===== config.mk =====
export PLATFORM = sky130hd
export DESIGN_NAME = imu_complementary_filter_core
export DESIGN_NICKNAME = d
export VERILOG_FILES = /design/src/hw/rtl/icf_pkg.sv /design/src/hw/rtl/icf_cordic.sv /design/src/hw/rtl/icf_isqrt.sv /design/src/hw/rtl/imu_complementary_filter_core.sv
export VERILOG_INCLUDE_DIRS = /design/src /design/src/hw/rtl
export SDC_FILE = /design/constraint.sdc
export NUM_CORES = 2
export LEC_CHECK = 0
export BUFFER_PORTS_ARGS = -buffer_cell sky130_fd_sc_hd__buf_2
export CELL_PAD_IN_SITES_DETAIL_PLACEMENT = 0
export CELL_PAD_IN_SITES_GLOBAL_PLACEMENT = 1
export CORE_MARGIN = 5
export CORE_UTILIZATION = 46
export CTS_CLUSTER_DIAMETER = 30
export DETAILED_ROUTE_END_ITERATION = 10
export PLACE_DENSITY_LB_ADDON = 0.15
export SYNTH_ARGS = -nofsm -noshare
export SYNTH_HDL_FRONTEND = slang
export SYNTH_HIERARCHICAL = 1
export SYNTH_SLANG_ARGS = --single-unit

===== constraint.sdc =====
create_clock -name clk -period 11.9 [get_ports clk]
set_clock_uncertainty 0.05 [all_clocks]
set_input_delay 2.38 -clock clk [delete_from_list [all_inputs] [get_ports clk]]
set_output_delay 2.38 -clock clk [all_outputs]
set_load 0.02 [all_outputs]

===== src/hw/rtl/imu_complementary_filter_core_macros.svh =====
// Assertion helpers shared by the filter RTL.
`ifndef IMU_COMPLEMENTARY_FILTER_CORE_MACROS_SVH
`define IMU_COMPLEMENTARY_FILTER_CORE_MACROS_SVH

// Same-cycle implication, disabled while in reset.
`define ICF_ASSERT_NOW(label, clk, rst_n, ante, cons, msg) \
    label: assert property (@(posedge clk) disable iff (!rst_n) (ante) |-> (cons)) \
        else $error(msg);

// Next-cycle implication, disabled while in reset.
`define ICF_ASSERT_NEXT(label, clk, rst_n, ante, cons, msg) \
    label: assert property (@(posedge clk) disable iff (!rst_n) (ante) |=> (cons)) \
        else $error(msg);

`endif


===== src/hw/rtl/icf_pkg.sv =====
`default_nettype none

package icf_pkg;

    localparam int ANGLE_W    = 25;
    localparam int WORK_W     = 30;
    localparam int CORD_W     = 28;
    localparam int Z_W        = 26;
    localparam int MUL_A_W    = 26;
    localparam int MUL_B_W    = 17;
    localparam int PROD_W     = 43;
    localparam int SQ_W       = 48;
    localparam int ROOT_W     = 24;
    localparam int CFG_IDX_W  = 3;
    localparam int CFG_DATA_W = 24;

    localparam logic signed [WORK_W-1:0] DEG180 = 30'sd11796480;
    localparam logic signed [WORK_W-1:0] DEG360 = 30'sd23592960;
    localparam logic signed [Z_W-1:0]    DEG90  = 26'sd5898240;

    localparam logic [15:0] BLEND_WEIGHT_RST  = 16'd6554;
    localparam logic [15:0] SAMPLE_PERIOD_RST = 16'd328;
    localparam logic [23:0] ERROR_LIMIT_RST   = 24'd2949120;
    localparam logic [15:0] MIN_MAGNITUDE_RST = 16'd1638;

    localparam logic [CFG_IDX_W-1:0] REG_BLEND_WEIGHT  = 3'd0;
    localparam logic [CFG_IDX_W-1:0] REG_SAMPLE_PERIOD = 3'd1;
    localparam logic [CFG_IDX_W-1:0] REG_ERROR_LIMIT   = 3'd2;
    localparam logic [CFG_IDX_W-1:0] REG_MIN_MAGNITUDE = 3'd3;

    // Status of an iterative unit, seen by the sequencer.
    typedef struct packed {
        logic busy;
        logic done;
    } icf_unit_sts_t;

    // atan(2^-i) in degrees Q.16, rounded to nearest.
    function automatic logic signed [Z_W-1:0] atan_lut(input logic [4:0] i);
        logic signed [Z_W-1:0] v;
        begin
            unique case (i)
                5'd0:    v = 26'sd2949120;
                5'd1:    v = 26'sd1740967;
                5'd2:    v = 26'sd919879;
                5'd3:    v = 26'sd466945;
                5'd4:    v = 26'sd234379;
                5'd5:    v = 26'sd117304;
                5'd6:    v = 26'sd58666;
                5'd7:    v = 26'sd29335;
                5'd8:    v = 26'sd14668;
                5'd9:    v = 26'sd7334;
                5'd10:   v = 26'sd3667;
                5'd11:   v = 26'sd1833;
                5'd12:   v = 26'sd917;
                5'd13:   v = 26'sd458;
                5'd14:   v = 26'sd229;
                5'd15:   v = 26'sd115;
                5'd16:   v = 26'sd57;
                5'd17:   v = 26'sd29;
                5'd18:   v = 26'sd14;
                5'd19:   v = 26'sd7;
                5'd20:   v = 26'sd4;
                5'd21:   v = 26'sd2;
                5'd22:   v = 26'sd1;
                default: v = 26'sd0;
            endcase
            return v;
        end
    endfunction

endpackage

`default_nettype wire


===== src/hw/rtl/icf_cordic.sv =====
`default_nettype none

// Vectoring CORDIC, one micro-rotation per cycle.
module icf_cordic #(
    parameter int STEPS = 20
) (
    input  wire logic                                clk,
    input  wire logic                                rst_n,
    input  wire logic                                start,
    input  wire logic signed [icf_pkg::CORD_W-1:0]   y_in,
    input  wire logic signed [icf_pkg::CORD_W-1:0]   x_in,
    output logic signed [icf_pkg::Z_W-1:0]           z_out,
    output icf_pkg::icf_unit_sts_t                   sts
);

    localparam int CNT_W = $clog2(STEPS + 1);
    localparam logic [CNT_W-1:0] LAST = CNT_W'(STEPS);

    logic signed [icf_pkg::CORD_W-1:0] x_reg, x_next, y_reg, y_next;
    logic signed [icf_pkg::Z_W-1:0]    z_reg, z_next;
    logic [CNT_W-1:0]                  cnt_reg, cnt_next;
    logic                              busy_reg, busy_next, done_reg, done_next;
    logic signed [icf_pkg::CORD_W-1:0] xs, ys;
    logic [4:0]                        idx;

    always_comb
    begin
        idx       = 5'(cnt_reg);
        xs        = x_reg >>> idx;
        ys        = y_reg >>> idx;
        x_next    = x_reg;
        y_next    = y_reg;
        z_next    = z_reg;
        cnt_next  = cnt_reg;
        busy_next = busy_reg;
        done_next = 1'b0;
        if (start)
        begin
            busy_next = 1'b1;
            cnt_next  = '0;
            x_next    = x_in;
            y_next    = y_in;
            z_next    = '0;
            if (x_in == '0 && y_in == '0)
            begin
                // zero vector: skip the rotations, angle stays zero
                cnt_next = LAST;
            end
            else if (x_in < 0)
            begin
                // pre-rotate by 90 degrees toward the positive x axis
                if (y_in >= 0)
                begin
                    x_next = y_in;
                    y_next = -x_in;
                    z_next = icf_pkg::DEG90;
                end
                else
                begin
                    x_next = -y_in;
                    y_next = x_in;
                    z_next = -icf_pkg::DEG90;
                end
            end
        end
        else if (busy_reg)
        begin
            if (cnt_reg == LAST)
            begin
                busy_next = 1'b0;
                done_next = 1'b1;
            end
            else
            begin
                if (y_reg >= 0)
                begin
                    x_next = x_reg + ys;
                    y_next = y_reg - xs;
                    z_next = z_reg + icf_pkg::atan_lut(idx);
                end
                else
                begin
                    x_next = x_reg - ys;
                    y_next = y_reg + xs;
                    z_next = z_reg - icf_pkg::atan_lut(idx);
                end
                cnt_next = cnt_reg + 1'b1;
            end
        end
    end

    always_ff @(posedge clk or negedge rst_n)
    begin
        if (!rst_n)
        begin
            busy_reg <= 1'b0;
            done_reg <= 1'b0;
            cnt_reg  <= '0;
        end
        else
        begin
            busy_reg <= busy_next;
            done_reg <= done_next;
            cnt_reg  <= cnt_next;
        end
    end

    always_ff @(posedge clk)
    begin
        x_reg <= x_next;
        y_reg <= y_next;
        z_reg <= z_next;
    end

    assign z_out    = z_reg;
    assign sts.busy = busy_reg;
    assign sts.done = done_reg;

endmodule

`default_nettype wire


===== src/hw/rtl/icf_isqrt.sv =====
`default_nettype none

// Integer square root, one result bit per cycle.
module icf_isqrt (
    input  wire logic                          clk,
    input  wire logic                          rst_n,
    input  wire logic                          start,
    input  wire logic [icf_pkg::SQ_W-1:0]      n_in,
    output logic [icf_pkg::ROOT_W-1:0]         root,
    output icf_pkg::icf_unit_sts_t             sts
);

    logic [icf_pkg::SQ_W-1:0] n_reg, n_next, r_reg, r_next, bit_reg, bit_next, trial;
    logic                     busy_reg, busy_next, done_reg, done_next;

    always_comb
    begin
        trial     = r_reg + bit_reg;
        n_next    = n_reg;
        r_next    = r_reg;
        bit_next  = bit_reg;
        busy_next = busy_reg;
        done_next = 1'b0;
        if (start)
        begin
            busy_next = 1'b1;
            n_next    = n_in;
            r_next    = '0;
            bit_next  = {2'b01, {(icf_pkg::SQ_W - 2){1'b0}}};
        end
        else if (busy_reg)
        begin
            if (bit_reg == '0)
            begin
                busy_next = 1'b0;
                done_next = 1'b1;
            end
            else
            begin
                if (n_reg >= trial)
                begin
                    n_next = n_reg - trial;
                    r_next = (r_reg >> 1) + bit_reg;
                end
                else
                begin
                    r_next = r_reg >> 1;
                end
                bit_next = bit_reg >> 2;
            end
        end
    end

    always_ff @(posedge clk or negedge rst_n)
    begin
        if (!rst_n)
        begin
            busy_reg <= 1'b0;
            done_reg <= 1'b0;
            bit_reg  <= '0;
        end
        else
        begin
            busy_reg <= busy_next;
            done_reg <= done_next;
            bit_reg  <= bit_next;
        end
    end

    always_ff @(posedge clk)
    begin
        n_reg <= n_next;
        r_reg <= r_next;
    end

    assign root     = r_reg[icf_pkg::ROOT_W-1:0];
    assign sts.busy = busy_reg;
    assign sts.done = done_reg;

endmodule

`default_nettype wire


===== src/hw/rtl/imu_complementary_filter_core.sv =====
// Complementary-filter attitude estimator, one IMU sample per input transaction.
// Input channel (in_valid / in_stall): six 16-bit fields, three accel axes and
// three gyro rates. in_stall stays high while a sample is being processed.
// Output channel (out_valid / out_stall): fused roll, pitch and gyro yaw in
// degrees Q.16; one output transaction per input transaction, held while stalled.
// Config channel (cfg_valid / cfg_ready): cfg_ready is always high; write only
// while idle. Unknown indexes are dropped.
// With the accel magnitude at or above the threshold, a sample passes through the
// shared multiplier pass, the 24-step square root, two CORDIC runs and the blend;
// below it, the square root and CORDIC runs are skipped. Each 360-degree correction
// of an angle adds a pass through the wrap state. The next sample is taken in the idle
// cycle after the result loads into the output register, so a new sample is never
// taken while the last one is in progress. A stalled output holds the block in its final
// state until the earlier result is taken.
// Reset clears the stored angles to zero, loads the register defaults and
// drops any pending result.
`default_nettype none

`include "imu_complementary_filter_core_macros.svh"

module imu_complementary_filter_core #(
    parameter int CORDIC_STEPS = 20
) (
    input  wire logic                                  clk,
    input  wire logic                                  rst_n,
    input  wire logic                                  in_valid,
    output logic                                       in_stall,
    input  wire logic signed [15:0]                    accel_x,
    input  wire logic signed [15:0]                    accel_y,
    input  wire logic signed [15:0]                    accel_z,
    input  wire logic signed [15:0]                    rate_x,
    input  wire logic signed [15:0]                    rate_y,
    input  wire logic signed [15:0]                    rate_z,
    output logic                                       out_valid,
    input  wire logic                                  out_stall,
    output logic signed [icf_pkg::ANGLE_W-1:0]         roll_out,
    output logic signed [icf_pkg::ANGLE_W-1:0]         pitch_out,
    output logic signed [icf_pkg::ANGLE_W-1:0]         yaw_out,
    input  wire logic                                  cfg_valid,
    output logic                                       cfg_ready,
    input  wire logic [icf_pkg::CFG_IDX_W-1:0]         cfg_index,
    input  wire logic [icf_pkg::CFG_DATA_W-1:0]        cfg_data
);

    typedef enum logic [3:0] {
        S_IDLE, S_MUL, S_MUL_TAKE, S_SQRT_GO, S_SQRT_WAIT, S_ROLL_GO, S_ROLL_WAIT,
        S_PITCH_GO, S_PITCH_WAIT, S_BLEND, S_BLEND_TAKE, S_WRAP, S_DONE
    } state_t;

    // Operations of the shared multiplier pass.
    typedef enum logic [2:0] {
        OP_AX, OP_AY, OP_AZ, OP_MIN, OP_GX, OP_GY, OP_GZ
    } op_t;

    localparam int W  = icf_pkg::WORK_W;
    localparam int PW = icf_pkg::PROD_W;

    state_t state_reg, state_next;
    op_t    op_reg, op_next;
    logic [1:0] ch_reg, ch_next;

    logic signed [15:0] ax_reg, ay_reg, az_reg, gx_reg, gy_reg, gz_reg;
    logic [15:0] blend_weight_reg, sample_period_reg, min_magnitude_reg;
    logic [23:0] error_limit_reg;

    logic signed [icf_pkg::ANGLE_W-1:0] est_reg [3];
    logic signed [icf_pkg::ANGLE_W-1:0] est_next [3];
    logic signed [W-1:0]  g_reg [3];
    logic signed [W-1:0]  g_next [3];
    logic signed [icf_pkg::Z_W-1:0] acc_reg [2];
    logic signed [icf_pkg::Z_W-1:0] acc_next [2];

    logic [32:0] mag_reg, mag_next;
    logic [31:0] yz_reg, yz_next, min2_reg, min2_next;
    logic [icf_pkg::ROOT_W-1:0] root_reg, root_next;
    logic signed [PW-1:0] prod_reg, prod_next;
    logic signed [W-1:0]  wv_reg, wv_next;

    logic signed [icf_pkg::ANGLE_W-1:0] roll_reg, pitch_reg, yaw_reg;
    logic out_valid_reg, out_valid_next, out_load;
    logic roll_in_range, yaw_in_range;

    logic signed [icf_pkg::MUL_A_W-1:0] mul_a;
    logic signed [icf_pkg::MUL_B_W-1:0] mul_b;
    logic signed [W-1:0] err, err_c, lim, g_sel;
    logic signed [PW-1:0] delta, rnd;
    logic in_take;

    logic sqrt_start, cordic_start;
    logic [icf_pkg::ROOT_W-1:0] sqrt_root;
    logic signed [icf_pkg::CORD_W-1:0] cord_y, cord_x;
    logic signed [icf_pkg::Z_W-1:0] cord_z;
    icf_pkg::icf_unit_sts_t sqrt_sts, cord_sts;

    // Square root of (ay^2 + az^2) << 16 for the pitch denominator.
    icf_isqrt u_isqrt (
        .clk   (clk),
        .rst_n (rst_n),
        .start (sqrt_start),
        .n_in  ({yz_reg, 16'b0}),
        .root  (sqrt_root),
        .sts   (sqrt_sts)
    );

    // One CORDIC shared by roll and pitch.
    icf_cordic #(.STEPS(CORDIC_STEPS)) u_cordic (
        .clk   (clk),
        .rst_n (rst_n),
        .start (cordic_start),
        .y_in  (cord_y),
        .x_in  (cord_x),
        .z_out (cord_z),
        .sts   (cord_sts)
    );

    assign in_stall     = (state_reg != S_IDLE);
    assign in_take      = in_valid && !in_stall;
    assign cfg_ready    = 1'b1;
    assign sqrt_start   = (state_reg == S_SQRT_GO);
    assign cordic_start = (state_reg == S_ROLL_GO) || (state_reg == S_PITCH_GO);

    // Roll: atan2(ay, az); pitch: atan2(-ax, root), all scaled by 256.
    always_comb
    begin
        if (state_reg == S_PITCH_GO)
        begin
            cord_y = -(icf_pkg::CORD_W'(ax_reg) <<< 8);
            cord_x = icf_pkg::CORD_W'({1'b0, root_reg});
        end
        else
        begin
            cord_y = icf_pkg::CORD_W'(ay_reg) <<< 8;
            cord_x = icf_pkg::CORD_W'(az_reg) <<< 8;
        end
    end

    // Clamp the accel minus gyro error to the error limit.
    always_comb
    begin
        g_sel = g_reg[ch_reg];
        lim   = W'({1'b0, error_limit_reg});
        err   = W'(acc_reg[ch_reg[0]]) - g_sel;
        err_c = err;
        if (err > lim)
        begin
            err_c = lim;
        end
        if (err < -lim)
        begin
            err_c = -lim;
        end
    end

    // Shared multiplier operand select.
    always_comb
    begin
        mul_a = '0;
        mul_b = '0;
        if (state_reg == S_BLEND)
        begin
            mul_a = icf_pkg::MUL_A_W'(err_c);
            mul_b = {1'b0, blend_weight_reg};
        end
        else
        begin
            unique case (op_reg)
                OP_AX:
                begin
                    mul_a = icf_pkg::MUL_A_W'(ax_reg);
                    mul_b = icf_pkg::MUL_B_W'(ax_reg);
                end
                OP_AY:
                begin
                    mul_a = icf_pkg::MUL_A_W'(ay_reg);
                    mul_b = icf_pkg::MUL_B_W'(ay_reg);
                end
                OP_AZ:
                begin
                    mul_a = icf_pkg::MUL_A_W'(az_reg);
                    mul_b = icf_pkg::MUL_B_W'(az_reg);
                end
                OP_MIN:
                begin
                    mul_a = {10'b0, min_magnitude_reg};
                    mul_b = {1'b0, min_magnitude_reg};
                end
                OP_GX:
                begin
                    mul_a = icf_pkg::MUL_A_W'(gx_reg);
                    mul_b = {1'b0, sample_period_reg};
                end
                OP_GY:
                begin
                    mul_a = icf_pkg::MUL_A_W'(gy_reg);
                    mul_b = {1'b0, sample_period_reg};
                end
                OP_GZ:
                begin
                    mul_a = icf_pkg::MUL_A_W'(gz_reg);
                    mul_b = {1'b0, sample_period_reg};
                end
                default:
                begin
                    mul_a = '0;
                    mul_b = '0;
                end
            endcase
        end
    end

    // Sequencer next-state and datapath.
    always_comb
    begin
        state_next  = state_reg;
        op_next     = op_reg;
        ch_next     = ch_reg;
        mag_next    = mag_reg;
        yz_next     = yz_reg;
        min2_next   = min2_reg;
        root_next   = root_reg;
        prod_next   = prod_reg;
        wv_next     = wv_reg;
        for (int k = 0; k < 3; k++)
        begin
            est_next[k] = est_reg[k];
            g_next[k]   = g_reg[k];
        end
        acc_next[0] = acc_reg[0];
        acc_next[1] = acc_reg[1];
        delta = (prod_reg + 43'sd8) >>> 4;
        rnd   = (prod_reg + 43'sd32768) >>> 16;
        out_load = 1'b0;

        unique case (state_reg)
            S_IDLE:
            begin
                if (in_take)
                begin
                    op_next    = OP_AX;
                    state_next = S_MUL;
                end
            end
            S_MUL:
            begin
                prod_next  = mul_a * mul_b;
                state_next = S_MUL_TAKE;
            end
            S_MUL_TAKE:
            begin
                state_next = S_MUL;
                op_next    = op_t'(op_reg + 3'd1);
                unique case (op_reg)
                    OP_AX: mag_next = 33'(prod_reg[31:0]);
                    OP_AY:
                    begin
                        yz_next  = prod_reg[31:0];
                        mag_next = mag_reg + 33'(prod_reg[31:0]);
                    end
                    OP_AZ:
                    begin
                        yz_next  = yz_reg + prod_reg[31:0];
                        mag_next = mag_reg + 33'(prod_reg[31:0]);
                    end
                    OP_MIN: min2_next = prod_reg[31:0];
                    OP_GX: g_next[0] = W'(est_reg[0]) + W'(delta);
                    OP_GY: g_next[1] = W'(est_reg[1]) + W'(delta);
                    OP_GZ:
                    begin
                        g_next[2] = W'(est_reg[2]) + W'(delta);
                        op_next   = OP_AX;
                        ch_next   = 2'd0;
                        if (mag_reg >= {1'b0, min2_reg})
                        begin
                            state_next = S_SQRT_GO;
                        end
                        else
                        begin
                            acc_next[0] = '0;
                            acc_next[1] = '0;
                            state_next  = S_BLEND;
                        end
                    end
                    default: state_next = S_IDLE;
                endcase
            end
            S_SQRT_GO: state_next = S_SQRT_WAIT;
            S_SQRT_WAIT:
            begin
                if (sqrt_sts.done)
                begin
                    root_next  = sqrt_root;
                    state_next = S_ROLL_GO;
                end
            end
            S_ROLL_GO: state_next = S_ROLL_WAIT;
            S_ROLL_WAIT:
            begin
                if (cord_sts.done)
                begin
                    acc_next[0] = cord_z;
                    state_next  = S_PITCH_GO;
                end
            end
            S_PITCH_GO: state_next = S_PITCH_WAIT;
            S_PITCH_WAIT:
            begin
                if (cord_sts.done)
                begin
                    acc_next[1] = cord_z;
                    state_next  = S_BLEND;
                end
            end
            S_BLEND:
            begin
                if (ch_reg == 2'd2)
                begin
                    // yaw takes the gyro integral alone
                    wv_next    = g_sel;
                    state_next = S_WRAP;
                end
                else
                begin
                    prod_next  = mul_a * mul_b;
                    state_next = S_BLEND_TAKE;
                end
            end
            S_BLEND_TAKE:
            begin
                wv_next    = g_sel + W'(rnd);
                state_next = S_WRAP;
            end
            S_WRAP:
            begin
                if (wv_reg > icf_pkg::DEG180)
                begin
                    wv_next = wv_reg - icf_pkg::DEG360;
                end
                else if (wv_reg < -icf_pkg::DEG180)
                begin
                    wv_next = wv_reg + icf_pkg::DEG360;
                end
                else
                begin
                    est_next[ch_reg] = wv_reg[icf_pkg::ANGLE_W-1:0];
                    if (ch_reg == 2'd2)
                    begin
                        state_next = S_DONE;
                    end
                    else
                    begin
                        ch_next    = ch_reg + 2'd1;
                        state_next = S_BLEND;
                    end
                end
            end
            S_DONE:
            begin
                // hold until the output register is free
                if (!out_valid_reg || !out_stall)
                begin
                    out_load   = 1'b1;
                    state_next = S_IDLE;
                end
            end
            default: state_next = S_IDLE;
        endcase

        out_valid_next = out_load ? 1'b1 : (out_valid_reg && out_stall);
    end

    always_ff @(posedge clk or negedge rst_n)
    begin
        if (!rst_n)
        begin
            state_reg         <= S_IDLE;
            op_reg            <= OP_AX;
            ch_reg            <= 2'd0;
            out_valid_reg     <= 1'b0;
            blend_weight_reg  <= icf_pkg::BLEND_WEIGHT_RST;
            sample_period_reg <= icf_pkg::SAMPLE_PERIOD_RST;
            error_limit_reg   <= icf_pkg::ERROR_LIMIT_RST;
            min_magnitude_reg <= icf_pkg::MIN_MAGNITUDE_RST;
            for (int k = 0; k < 3; k++)
            begin
                est_reg[k] <= '0;
            end
        end
        else
        begin
            state_reg     <= state_next;
            op_reg        <= op_next;
            ch_reg        <= ch_next;
            out_valid_reg <= out_valid_next;
            for (int k = 0; k < 3; k++)
            begin
                est_reg[k] <= est_next[k];
            end
            if (cfg_valid && cfg_ready)
            begin
                unique case (cfg_index)
                    icf_pkg::REG_BLEND_WEIGHT:  blend_weight_reg  <= cfg_data[15:0];
                    icf_pkg::REG_SAMPLE_PERIOD: sample_period_reg <= cfg_data[15:0];
                    icf_pkg::REG_ERROR_LIMIT:   error_limit_reg   <= cfg_data;
                    icf_pkg::REG_MIN_MAGNITUDE: min_magnitude_reg <= cfg_data[15:0];
                    default:                    ;
                endcase
            end
        end
    end

    // Payload registers.
    always_ff @(posedge clk)
    begin
        if (in_take)
        begin
            ax_reg <= accel_x;
            ay_reg <= accel_y;
            az_reg <= accel_z;
            gx_reg <= rate_x;
            gy_reg <= rate_y;
            gz_reg <= rate_z;
        end
        if (out_load)
        begin
            roll_reg  <= est_reg[0];
            pitch_reg <= est_reg[1];
            yaw_reg   <= est_reg[2];
        end
        mag_reg   <= mag_next;
        yz_reg    <= yz_next;
        min2_reg  <= min2_next;
        root_reg  <= root_next;
        prod_reg  <= prod_next;
        wv_reg    <= wv_next;
        for (int k = 0; k < 3; k++)
        begin
            g_reg[k] <= g_next[k];
        end
        acc_reg[0] <= acc_next[0];
        acc_reg[1] <= acc_next[1];
    end

    assign out_valid = out_valid_reg;
    assign roll_out  = roll_reg;
    assign pitch_out = pitch_reg;
    assign yaw_out   = yaw_reg;

    assign roll_in_range = (roll_reg <= icf_pkg::DEG180) && (roll_reg >= -icf_pkg::DEG180);
    assign yaw_in_range  = (yaw_reg <= icf_pkg::DEG180) && (yaw_reg >= -icf_pkg::DEG180);

    `ICF_ASSERT_NEXT(a_busy_after_take, clk, rst_n, in_take, in_stall, "no stall after take")
    `ICF_ASSERT_NOW(a_roll_range, clk, rst_n, out_valid_reg, roll_in_range, "roll out of range")
    `ICF_ASSERT_NOW(a_yaw_range, clk, rst_n, out_valid_reg, yaw_in_range, "yaw out of range")
    `ICF_ASSERT_NOW(a_units_apart, clk, rst_n, 1'b1, !(sqrt_sts.busy && cord_sts.busy), "overlap")

endmodule

`default_nettype wire


==> impl_metrics.ini <==
[status]
outcome = completed

[route]
wire_per_inst_um = 23.8
drt_iter0_drc = 6100
vias = 69693
drt.antenna.violating_nets = 0
first_pass_iters = 6
drc = 0
wirelength_um = 283000
via_per_inst = 5.87

[logic_synthesis]
avgSynthCellArea_um2 = 9.51
yosysWarningCount = 6
syn-instance-count = 8581
synth_area_um2 = 81600

[timing]
setup_viol = 0
slew_viol_final = 0
hold_violations = 0
relSlewSlack_pct = 3.78
fin_crit_sh_pct = 97.8
finalCriticalPeriod_ns = 11.63
rsz0062_at_grt = true
max_freq_mhz = 86.0
tightest_slew_ns = 1.44

[setup_path]
cp_num_buf_inv = 13
cp-start-kind = flip-flop
crit_family = adder cells
r2r_slack_ns = 0.27
critPathSlowestCell = or4_4
crit_required_ns = 12.36
crit_fanout = 8
critical_path_arrival_ns = 12.10
slowest_delay_ns = 0.61
worstSetupEndpointType = flip-flop
path_class = reg2reg

[die]
die_width_um = 431
core_um2 = 176000
start_util_pct = 46.3
rows = 154
fp.dieArea_um2 = 186000
die_h_um = 431
io_pins = 206

[clock_network]
clock_sinks = 875
ctsHtreeMaxLevel = 4
insertion_delay_ns = 0.86
clockBufferDepth = 3
numCtsBuffers = 224
cts.clk_slew.worst_paths_ns = 0.05
cts-root-buf = clkbuf_16
tritoncts = done

[finish]
finalNetCount = 10498
drive_above_1_share_pct = 19.4
regArea_um2 = 24900
num-fill-cells = 15727
multi_input_area_um2 = 53900
area_growth_syn_to_layout_pct = 20.9
finalNonFillerCells = 11863
final_common_cell = nand2_1
mostFrequentLayoutCells = nand2_1 (765), inv_1 (695), edfxtp_1 (637), nor2_1 (606), ha_1 (584)
largest_reg_flops = 90

[grt]
grt_first_pass_wirelength_um = 425000
grt_pass1_vias = 68453
antenna_found_initial = 9
grt_max_degree = 125
gr-total-overflow = 0
grt.total_usage_pct = 29.6

[place]
port_buffers = 204
gp_congestion = 0.975
hpwl_um = 220000
dp_cells = 11353

[flow_run]
cap_violations = 0

[hold_path]
min_path_type = reg2reg
[through the flow]
stage | area (µm²) | util (%) | hold WS, ns | setup TNS (ns) | worst slack [ns]
2_1_floorplan | 81800 | - | 0.398 | 0 | 0.0173
3_3_place_gp | 88600 | 50.2 | 0.426 | -1.03 | -0.189
3_5_place_dp | 88600 | 50.2 | 0.429 | -3.35 | -0.380
4_1_cts | 96900 | 55.0 | 0.439 | 0 | 0.000314
5_1_grt | 98700 | 56.0 | 0.448 | -0.617 | -0.141
6_report | 98700 | 56.0 | 0.440 | 0 | 0.267
[repair_timing]
item	in CTS	in global routing
gates resized for setup	29	263
gates cloned	2	5
setup endpoints to repair	17	26
buffers inserted	7	67
pin swaps	10	162
hold buffers	0	0
[path summary, 6_finish.rpt]
kind / start / endpoint / cells after the start
setup / recovery: ch_reg[0] / prod_reg[42] / 50
hold / removal: est_reg[72] / roll_out[22] / 0
setup reg to reg: ch_reg[0] / prod_reg[42] / 50
max in group asynchronous: rst_n / est_reg[15] / 2
hold reg to reg: est_reg[72] / roll_out[22] / 0
min in group asynchronous: rst_n / error_limit_reg[15] / 1
[layer usage]
| metal | vias to the layer above | GRT usage, % | wire length [µm] |
|---|---|---|---|
| met4 | 2 | 9.20 | 9420 |
| met1 | 34346 | 42.0 | 126000 |
| met3 | 483 | 6.77 | 23700 |
| met5 | - | 0 | 8 |
| met2 | 2584 | 45.3 | 123000 |
| li1 | 32278 | - | - |
[layout make-up]
class | count | area share (%)
tap | 2340 | 2.97
sequential | 875 | 25.2
multi-input combinational | 6666 | 54.6
inverter | 716 | 2.73
timing repair buffer | 834 | 6.28
antenna | 5 | 0.0127
clock buffer | 267 | 6.18
clock inverter | 160 | 1.98
Power is left out: the tool's default activity adds up to more than one toggle a clock period on the data nets, which glitch-free logic cannot reach.
